--- src/sv/pdbp_pkg.sv ---
// ----------------------------------------------------------------------------
// pdbp_pkg
// Shared types and constants for the packet double-block placer.
// ----------------------------------------------------------------------------
package pdbp_pkg;

  // field widths fixed by the descriptor format
  localparam int unsigned LEN_W   = 16;
  localparam int unsigned FILL_W  = 31;
  localparam int unsigned ADDR_W  = 30;
  localparam int unsigned PLACE_W = 3;

  localparam logic [FILL_W-1:0] FILL_MAX         = {FILL_W{1'b1}};
  localparam logic [FILL_W-1:0] BLOCK_SIZE_RESET = 31'd134217728;

  // placement codes
  typedef enum logic [PLACE_W-1:0] {
    PLACE_CURRENT = 3'd0,
    PLACE_NEXT    = 3'd1,
    PLACE_LATE    = 3'd2,
    PLACE_AHEAD   = 3'd3,
    PLACE_SHORT   = 3'd4
  } placement_t;

  // window bookkeeping that does not depend on the offset width
  typedef struct packed {
    logic [FILL_W-1:0] current_fill;
    logic [FILL_W-1:0] next_fill;
    logic              advance_pending;
  } fill_state_t;

  // one result item
  typedef struct packed {
    placement_t        placement;
    logic [ADDR_W-1:0] write_address;
    logic              window_advanced;
    logic              drop_report;
    logic [FILL_W-1:0] dropped_count;
  } result_t;

endpackage

--- src/sv/pdbp_classify.sv ---
// ----------------------------------------------------------------------------
// pdbp_classify
// Classifies one packet against the two-block window and computes the
// result item and the next window state.
// ----------------------------------------------------------------------------
module pdbp_classify #(
  parameter int unsigned OFFSET_WIDTH = 48
) (
  input  logic [OFFSET_WIDTH-1:0]           window_start,
  input  pdbp_pkg::fill_state_t             fill,
  input  logic [pdbp_pkg::FILL_W-1:0]       block_bytes,
  input  logic [pdbp_pkg::FILL_W+1:0]       block_bytes_x3,
  input  logic [OFFSET_WIDTH-1:0]           offset,
  input  logic [pdbp_pkg::LEN_W-1:0]        len,
  input  logic                              is_short,
  output logic [OFFSET_WIDTH-1:0]           window_start_next,
  output pdbp_pkg::fill_state_t             fill_next,
  output pdbp_pkg::result_t                 result
);

  localparam int unsigned XW = OFFSET_WIDTH + 2;
  localparam logic [XW-1:0] WRAP = {2'b01, {OFFSET_WIDTH{1'b0}}};

  logic [XW-1:0] bs_x;
  logic [XW-1:0] bs2_x;
  logic [XW-1:0] bs3_x;
  logic [XW-1:0] ws_x;
  logic [XW-1:0] off_x;
  logic [XW-1:0] end1;
  logic [XW-1:0] end2;
  logic [XW-1:0] end3;
  logic [XW-1:0] cur_end;
  logic [XW-1:0] next_end;
  logic [OFFSET_WIDTH-1:0] base;
  logic          adv;
  logic          wrapped;
  logic          in_cur;
  logic          in_next;
  logic          late;
  logic [pdbp_pkg::FILL_W-1:0] cf0;
  logic [pdbp_pkg::FILL_W-1:0] nf0;
  logic [pdbp_pkg::FILL_W:0]   cf_sum;
  logic [pdbp_pkg::FILL_W:0]   nf_sum;
  logic [pdbp_pkg::FILL_W-1:0] cf1;
  logic [pdbp_pkg::FILL_W-1:0] nf1;
  logic          report;

  // widened operands
  assign bs_x  = {{(XW-pdbp_pkg::FILL_W){1'b0}}, block_bytes};
  assign bs2_x = {{(XW-pdbp_pkg::FILL_W-1){1'b0}}, block_bytes, 1'b0};
  assign bs3_x = {{(XW-pdbp_pkg::FILL_W-2){1'b0}}, block_bytes_x3};
  assign ws_x  = {2'b00, window_start};
  assign off_x = {2'b00, offset};

  // window bounds for both the held and the advanced window, in parallel
  assign end1 = ws_x + bs_x;
  assign end2 = ws_x + bs2_x;
  assign end3 = ws_x + bs3_x;

  assign adv     = fill.advance_pending;
  assign wrapped = adv & end1[OFFSET_WIDTH];
  assign base    = adv ? end1[OFFSET_WIDTH-1:0] : window_start;

  // the advanced start wraps, its bounds do not
  always_comb begin
    if (adv) begin
      cur_end  = wrapped ? (end2 - WRAP) : end2;
      next_end = wrapped ? (end3 - WRAP) : end3;
    end else begin
      cur_end  = end1;
      next_end = end2;
    end
  end

  // range tests
  assign in_cur  = (offset >= base) && (off_x < cur_end);
  assign in_next = !in_cur && (off_x >= cur_end) && (off_x < next_end);
  assign late    = !in_cur && !in_next && (offset < base);

  // fill counts after the advance, then after placing this packet
  assign cf0    = adv ? fill.next_fill : fill.current_fill;
  assign nf0    = adv ? '0 : fill.next_fill;
  assign cf_sum = {1'b0, cf0} + {{(pdbp_pkg::FILL_W+1-pdbp_pkg::LEN_W){1'b0}}, len};
  assign nf_sum = {1'b0, nf0} + {{(pdbp_pkg::FILL_W+1-pdbp_pkg::LEN_W){1'b0}}, len};

  always_comb begin
    cf1 = cf0;
    nf1 = nf0;
    if (in_cur) begin
      cf1 = cf_sum[pdbp_pkg::FILL_W] ? pdbp_pkg::FILL_MAX : cf_sum[pdbp_pkg::FILL_W-1:0];
    end
    if (in_next) begin
      nf1 = nf_sum[pdbp_pkg::FILL_W] ? pdbp_pkg::FILL_MAX : nf_sum[pdbp_pkg::FILL_W-1:0];
    end
  end

  // drop report: current full, next half full, or a packet ahead of the window
  assign report = (cf1 >= block_bytes) || (nf1 >= (block_bytes >> 1)) ||
                  (!in_cur && !in_next && !late);

  // result and next state
  always_comb begin
    result            = '0;
    window_start_next = window_start;
    fill_next         = fill;
    if (is_short) begin
      result.placement = pdbp_pkg::PLACE_SHORT;
    end else begin
      window_start_next         = base;
      fill_next.current_fill    = cf1;
      fill_next.next_fill       = nf1;
      fill_next.advance_pending = report;
      result.window_advanced    = adv;
      if (in_cur) begin
        result.placement     = pdbp_pkg::PLACE_CURRENT;
        result.write_address = offset[pdbp_pkg::ADDR_W-1:0] - base[pdbp_pkg::ADDR_W-1:0];
      end else if (in_next) begin
        result.placement     = pdbp_pkg::PLACE_NEXT;
        result.write_address = offset[pdbp_pkg::ADDR_W-1:0] - cur_end[pdbp_pkg::ADDR_W-1:0];
      end else if (late) begin
        result.placement = pdbp_pkg::PLACE_LATE;
      end else begin
        result.placement = pdbp_pkg::PLACE_AHEAD;
      end
      if (report) begin
        result.drop_report   = 1'b1;
        result.dropped_count = (block_bytes > cf1) ? (block_bytes - cf1) : '0;
      end
    end
  end

endmodule

--- src/sv/packet_double_block_placer.sv ---
// A packet passes through the input register and then the result register.
// Throughput: one packet per cycle while out_stall is low; the window state is
// updated in the single pass between the input register and the result register.
// Reset (synchronous): clears the window, both fill counts, the pending
// advance and all valid flags; the block size register returns to 134217728.
// ----------------------------------------------------------------------------
// packet_double_block_placer
// Two-block reorder window: places packets in the current or next block,
// flags late, ahead and short packets, and reports dropped bytes.
// ----------------------------------------------------------------------------
module packet_double_block_placer #(
  parameter int unsigned OFFSET_WIDTH = 48
) (
  input  logic                              clk,
  input  logic                              rst,
  // packet descriptors
  input  logic                              in_valid,
  output logic                              in_stall,
  input  logic [OFFSET_WIDTH-1:0]           stream_offset,
  input  logic [pdbp_pkg::LEN_W-1:0]        payload_bytes,
  input  logic                              short_packet,
  // placement results
  output logic                              out_valid,
  input  logic                              out_stall,
  output logic [pdbp_pkg::PLACE_W-1:0]      placement,
  output logic [pdbp_pkg::ADDR_W-1:0]       write_address,
  output logic                              window_advanced,
  output logic                              drop_report,
  output logic [pdbp_pkg::FILL_W-1:0]       dropped_count,
  // block size register
  input  logic                              cfg_valid,
  output logic                              cfg_ready,
  input  logic [pdbp_pkg::FILL_W-1:0]       block_size
);

  localparam logic [pdbp_pkg::FILL_W+1:0] BS3_RESET =
    {2'b00, pdbp_pkg::BLOCK_SIZE_RESET} + {1'b0, pdbp_pkg::BLOCK_SIZE_RESET, 1'b0};

  logic [pdbp_pkg::FILL_W-1:0]   block_bytes;
  logic [pdbp_pkg::FILL_W+1:0]   block_bytes_x3;
  logic [OFFSET_WIDTH-1:0]       window_start;
  logic [OFFSET_WIDTH-1:0]       window_start_next;
  pdbp_pkg::fill_state_t         fill;
  pdbp_pkg::fill_state_t         fill_next;
  pdbp_pkg::result_t             cls_result;
  pdbp_pkg::result_t             result;

  logic                          s1_valid;
  logic [OFFSET_WIDTH-1:0]       s1_offset;
  logic [pdbp_pkg::LEN_W-1:0]    s1_len;
  logic                          s1_short;

  logic                          s2_free;
  logic                          s1_fire;
  logic                          in_take;

  // handshake
  assign s2_free   = !out_valid || !out_stall;
  assign s1_fire   = s1_valid && s2_free;
  assign in_stall  = s1_valid && !s2_free;
  assign in_take   = in_valid && !in_stall;
  assign cfg_ready = 1'b1;

  // block size register and its triple for the advanced window bound
  always_ff @(posedge clk) begin
    if (rst) begin
      block_bytes    <= pdbp_pkg::BLOCK_SIZE_RESET;
      block_bytes_x3 <= BS3_RESET;
    end else if (cfg_valid && cfg_ready) begin
      block_bytes    <= block_size;
      block_bytes_x3 <= {2'b00, block_size} + {1'b0, block_size, 1'b0};
    end
  end

  // input register
  always_ff @(posedge clk) begin
    if (rst) begin
      s1_valid <= 1'b0;
    end else if (in_take) begin
      s1_valid <= 1'b1;
    end else if (s1_fire) begin
      s1_valid <= 1'b0;
    end
  end

  always_ff @(posedge clk) begin
    if (in_take) begin
      s1_offset <= stream_offset;
      s1_len    <= payload_bytes;
      s1_short  <= short_packet;
    end
  end

  // classification
  pdbp_classify #(
    .OFFSET_WIDTH (OFFSET_WIDTH)
  ) u_classify (
    .window_start      (window_start),
    .fill              (fill),
    .block_bytes       (block_bytes),
    .block_bytes_x3    (block_bytes_x3),
    .offset            (s1_offset),
    .len               (s1_len),
    .is_short          (s1_short),
    .window_start_next (window_start_next),
    .fill_next         (fill_next),
    .result            (cls_result)
  );

  // window state
  always_ff @(posedge clk) begin
    if (rst) begin
      window_start <= '0;
      fill         <= '0;
    end else if (s1_fire) begin
      window_start <= window_start_next;
      fill         <= fill_next;
    end
  end

  // result register
  always_ff @(posedge clk) begin
    if (rst) begin
      out_valid <= 1'b0;
    end else if (s2_free) begin
      out_valid <= s1_valid;
    end
  end

  always_ff @(posedge clk) begin
    if (s1_fire) begin
      result <= cls_result;
    end
  end

  assign placement       = result.placement;
  assign write_address   = result.write_address;
  assign window_advanced = result.window_advanced;
  assign drop_report     = result.drop_report;
  assign dropped_count   = result.dropped_count;

`ifndef SYNTHESIS
  // a short packet never moves the window
  a_short_no_advance: assert property (@(posedge clk) disable iff (rst)
    out_valid && (placement == pdbp_pkg::PLACE_SHORT) |-> !window_advanced && !drop_report)
    else $error("short packet result carries window activity");

  // no dropped bytes without a drop report
  a_drop_gated: assert property (@(posedge clk) disable iff (rst)
    out_valid && !drop_report |-> dropped_count == '0)
    else $error("dropped count without drop report");

  // a reported drop arms the advance for the next full packet
  a_report_arms: assert property (@(posedge clk) disable iff (rst)
    s1_fire && !s1_short |=> fill.advance_pending == $past(cls_result.drop_report))
    else $error("advance pending does not follow drop report");

  // a full-size packet with a pending advance reports the move
  a_advance_seen: assert property (@(posedge clk) disable iff (rst)
    s1_fire && !s1_short && fill.advance_pending |=> window_advanced)
    else $error("pending advance not reported");
`endif

endmodule

--- config.mk ---
export PLATFORM = sky130hd
export DESIGN_NAME = packet_double_block_placer
export DESIGN_NICKNAME = d
export VERILOG_FILES = /design/src/sv/pdbp_pkg.sv /design/src/sv/pdbp_classify.sv /design/src/sv/packet_double_block_placer.sv
export SDC_FILE = /design/constraint.sdc
export NUM_CORES = 1
export LEC_CHECK = 0
export ABC_AREA = 1
export BUFFER_PORTS_ARGS = -buffer_cell sky130_fd_sc_hd__buf_2
export CORE_MARGIN = 8
export CORE_UTILIZATION = 45
export CTS_CLUSTER_DIAMETER = 100
export DETAILED_ROUTE_END_ITERATION = 10
export GPL_TIMING_DRIVEN = 0
export SYNTH_ARGS = -nofsm -noshare
export SYNTH_HDL_FRONTEND = slang
export SYNTH_SLANG_ARGS = --single-unit
--- constraint.sdc ---
create_clock -name clk -period 15.2 [get_ports clk]
set_input_delay 4.56 -clock clk [delete_from_list [all_inputs] [get_ports clk]]
set_output_delay 4.56 -clock clk [all_outputs]
set_load 0.05 [all_outputs]
==> out/metrics.cfg <==
[critical_path]
worstSetupStartpointType=flip-flop
end_kind=flip-flop
slowest_delay_ns=0.87
critPathMostFrequentCell=nand2_1
worst-setup-path-type=flip-flop to flip-flop
reg2reg_setup_slack_ns=4.44
r2r_end=dropped_count[30]$_SDFFCE_PP0P_
worst-path-max-fanout=10
required_ns=15.67
timing.rr.start=block_bytes[1]$_SDFFE_PP0P_
crit_arrival_ns=11.23
crit_path_top_delay_cell=nor4_2
rr_worst_depth=41

[clock_tree]
holdBufCountCts=0
cts_resized=0
cts_buffer_depth=3
clk_latency_ns=0.61
cts_tree=built
cts.clk_slew.worst_paths_ns=0.06
clock-root-buffer=clkbuf_16
h-tree-depth=2
cts_made_buffers=41
cts_setup_buffers=0
clock-sinks=307

[worst_hold_path]
whs_path_depth=0
worst_hold_path.endpoint=placement[2]$_SDFFCE_PP1P_
min_path_type=flip-flop to flip-flop
hold_start=s1_short$_DFFE_PP_

[placed_design]
port_buffers=166
routabilityCongestion=1.024
place_area_um2=33920
hpwl_mm=116.9

[yosys]
yosys_warnings=0
yosysTopAreaCell=ha_1
ys_ff_latch=307
ys_seq_area_frac=0.2345
netlist_area_um2=31800
async_flop_share=0
ys_types=67
synthTopCellsByArea=ha_1, edfxtp_1, nand2_1
synth_top_area_frac=0.1432
synth-main-ff-cell=dfxtp_1
syn_area_per_cell_um2=6.715
synth_edf_count=131
synthesis.nets=5210
syn_inst=4736

[cells_and_area]
layout-drive-gt1-share=0.07390
mostFrequentLayoutCell=nand2_1
finalInstanceArea_um2=35330
mostFrequentLayoutCells=nand2_1, inv_1, a21oi_1
fin_nets=5423
area_growth_pct=11.11

[floorplanning]
start_util=0.4541
rows=97
core_area_um2=70030
ios=170
fp.dieArea_um2=79430
die_width_um=281.8
fp.dieH_um=281.8

[power]
switching_share=0.4286
clkPwrFrac=0.293
seq_power_share=0.285
internal_power_mw=2.022
p_leak_nw=16.83
vdd_drop_max_v=0.00009355
power_density_nw_per_um2=100.2
power.switching_mw=1.517
pwr-share-comb=0.422

[detailed_routing]
ant_nets=0
drt_iter0_markers=3514
vias_per_cell=5.743
drt_wl_total_mm=140.2
vias=34028
drc_errors=0
dr.pass1.iters=6
wire_per_inst_um=23.66

[global_route]
overflow=0
grt_usage=0.3413
grt_pass1_wl_mm=202.7
grt_max_degree=49
grt_pass1_vias=31448
antenna_found_initial=5

[status]
status=completed

[sta]
period_share=0.7080
fin_crit_ns=10.76
fmax_mhz=92.93
setup_tns_ns=0
slew_headroom=0.02856
tightest_slew_ns=1.457
hold_viol_final=0
slew_violations=0
fin_hold_ws_ns=0.4688
setup_viol=0
skew_ns=0.03841
rsz0062_at_grt=false

[run]
maxCapViolCount=0

-- logic make-up after synthesis --
kind of cell             after synthesis  synth area share
buffers and inverters                786           0.09679
XOR/XNOR                             236           0.06500
multiplexers                          13          0.004092
flip-flops                           307            0.2345
AO/OA/AOI/OAI                       1272            0.2205
other                                  1         0.0001179
adder cells (fa/ha/maj)              373            0.1489
AND/OR/NAND/NOR                     1748            0.2302
-- stage by stage --
step	utilization	setup WS [ns]	power, mW	std cells
floorplan	-	5.324	2.007	4736
global placement	0.4828	2.154	2.477	5842
detailed placement	0.4844	4.768	2.483	5846
CTS	0.5044	4.747	3.523	5920
global route	0.5044	4.160	3.734	5920
finish	0.5046	4.439	3.539	5925
-- cell usage after synthesis, drive strengths merged (2+ instances only) --
| master | number |
|---|---|
| a211oi | 5 |
| a21boi | 14 |
| a21o | 29 |
| a21oi | 517 |
| a221oi | 4 |
| a31o | 3 |
| a31oi | 49 |
| and2 | 5 |
| and3 | 7 |
| buf | 53 |
| clkbuf | 82 |
| dfxtp | 176 |
| edfxtp | 131 |
| fa | 9 |
| ha | 364 |
| inv | 650 |
| mux2i | 13 |
| nand2 | 975 |
| nand3 | 158 |
| nand3b | 14 |
| nand4 | 38 |
| nor2 | 456 |
| nor3 | 45 |
| nor3b | 2 |
| nor4 | 34 |
| o211ai | 77 |
| o21a | 19 |
| o21ai | 501 |
| o21bai | 24 |
| o221ai | 6 |
| o22ai | 4 |
| o311ai | 3 |
| o31ai | 11 |
| o32ai | 2 |
| or2 | 13 |
| xnor2 | 97 |
| xor2 | 139 |
-- state kept, by name (all words and copies together) (netlist names), 3 cells and up --
name / count
block_bytes: 31
block_bytes_x3: 32
dropped_count: 31
fill: 63
placement: 3
s1_len: 16
s1_offset: 48
window_start: 48
write_address: 30
-- cell type report --
type,count,area (um^2)
well taps,940,1176
repair buffers,170,925.9
clock inverters,24,276.5
diodes,5,12.51
flip-flops and latches,307,7457
fillers,7374,34690
plain buffers,135,635.6
inverters,651,2446
clock buffers,50,1121
multi-input cells,3643,21280
-- worst max-delay path, delay by kind of cell, from the launching register on --
family / cells / cell delay [ns]
AOI/OAI and AO/OA: 11 / 3.51
and+or+nand+nor: 17 / 3.23
adders and majority gates: 4 / 1.37
buffers and inverters: 7 / 1.26
DFF: 1 / 0.77
xor gates and xnor gates: 2 / 0.47
-- worst max path at each step --
stage,startpoint,endpoint,slack (ns),depth (start not counted)
floorplan,out_stall,in_stall,5.32,2
global placement,out_stall,window_start[26]$_SDFFE_PP0P_,2.15,9
global route,block_bytes[1]$_SDFFE_PP0P_,dropped_count[30]$_SDFFCE_PP0P_,4.16,41
CTS,block_bytes[1]$_SDFFE_PP0P_,dropped_count[30]$_SDFFCE_PP0P_,4.75,41
detailed placement,block_bytes[1]$_SDFFE_PP0P_,dropped_count[30]$_SDFFCE_PP0P_,4.77,41
finish,block_bytes[1]$_SDFFE_PP0P_,dropped_count[30]$_SDFFCE_PP0P_,4.44,41
-- power groups by stage --
stage | Combinational (mW) | Clock, mW | Sequential (mW)
2_1_floorplan | 0.978 | 0 | 1.03
3_3_place_gp | 1.45 | 0 | 1.02
3_5_place_dp | 1.46 | 0 | 1.02
4_1_cts | 1.47 | 1.05 | 1.00
5_1_grt | 1.64 | 1.08 | 1.01
6_report | 1.50 | 1.04 | 1.01
-- routing by layer --
metal,vias up,track usage,part of all wire
li1,16448,-,-
met1,15910,0.4546,0.43
met2,1405,0.5392,0.43
met3,259,0.06768,0.092
met4,6,0.1358,0.045
met5,-,0,0.00031
Note: power is estimated with default switching activity, not from simulation.
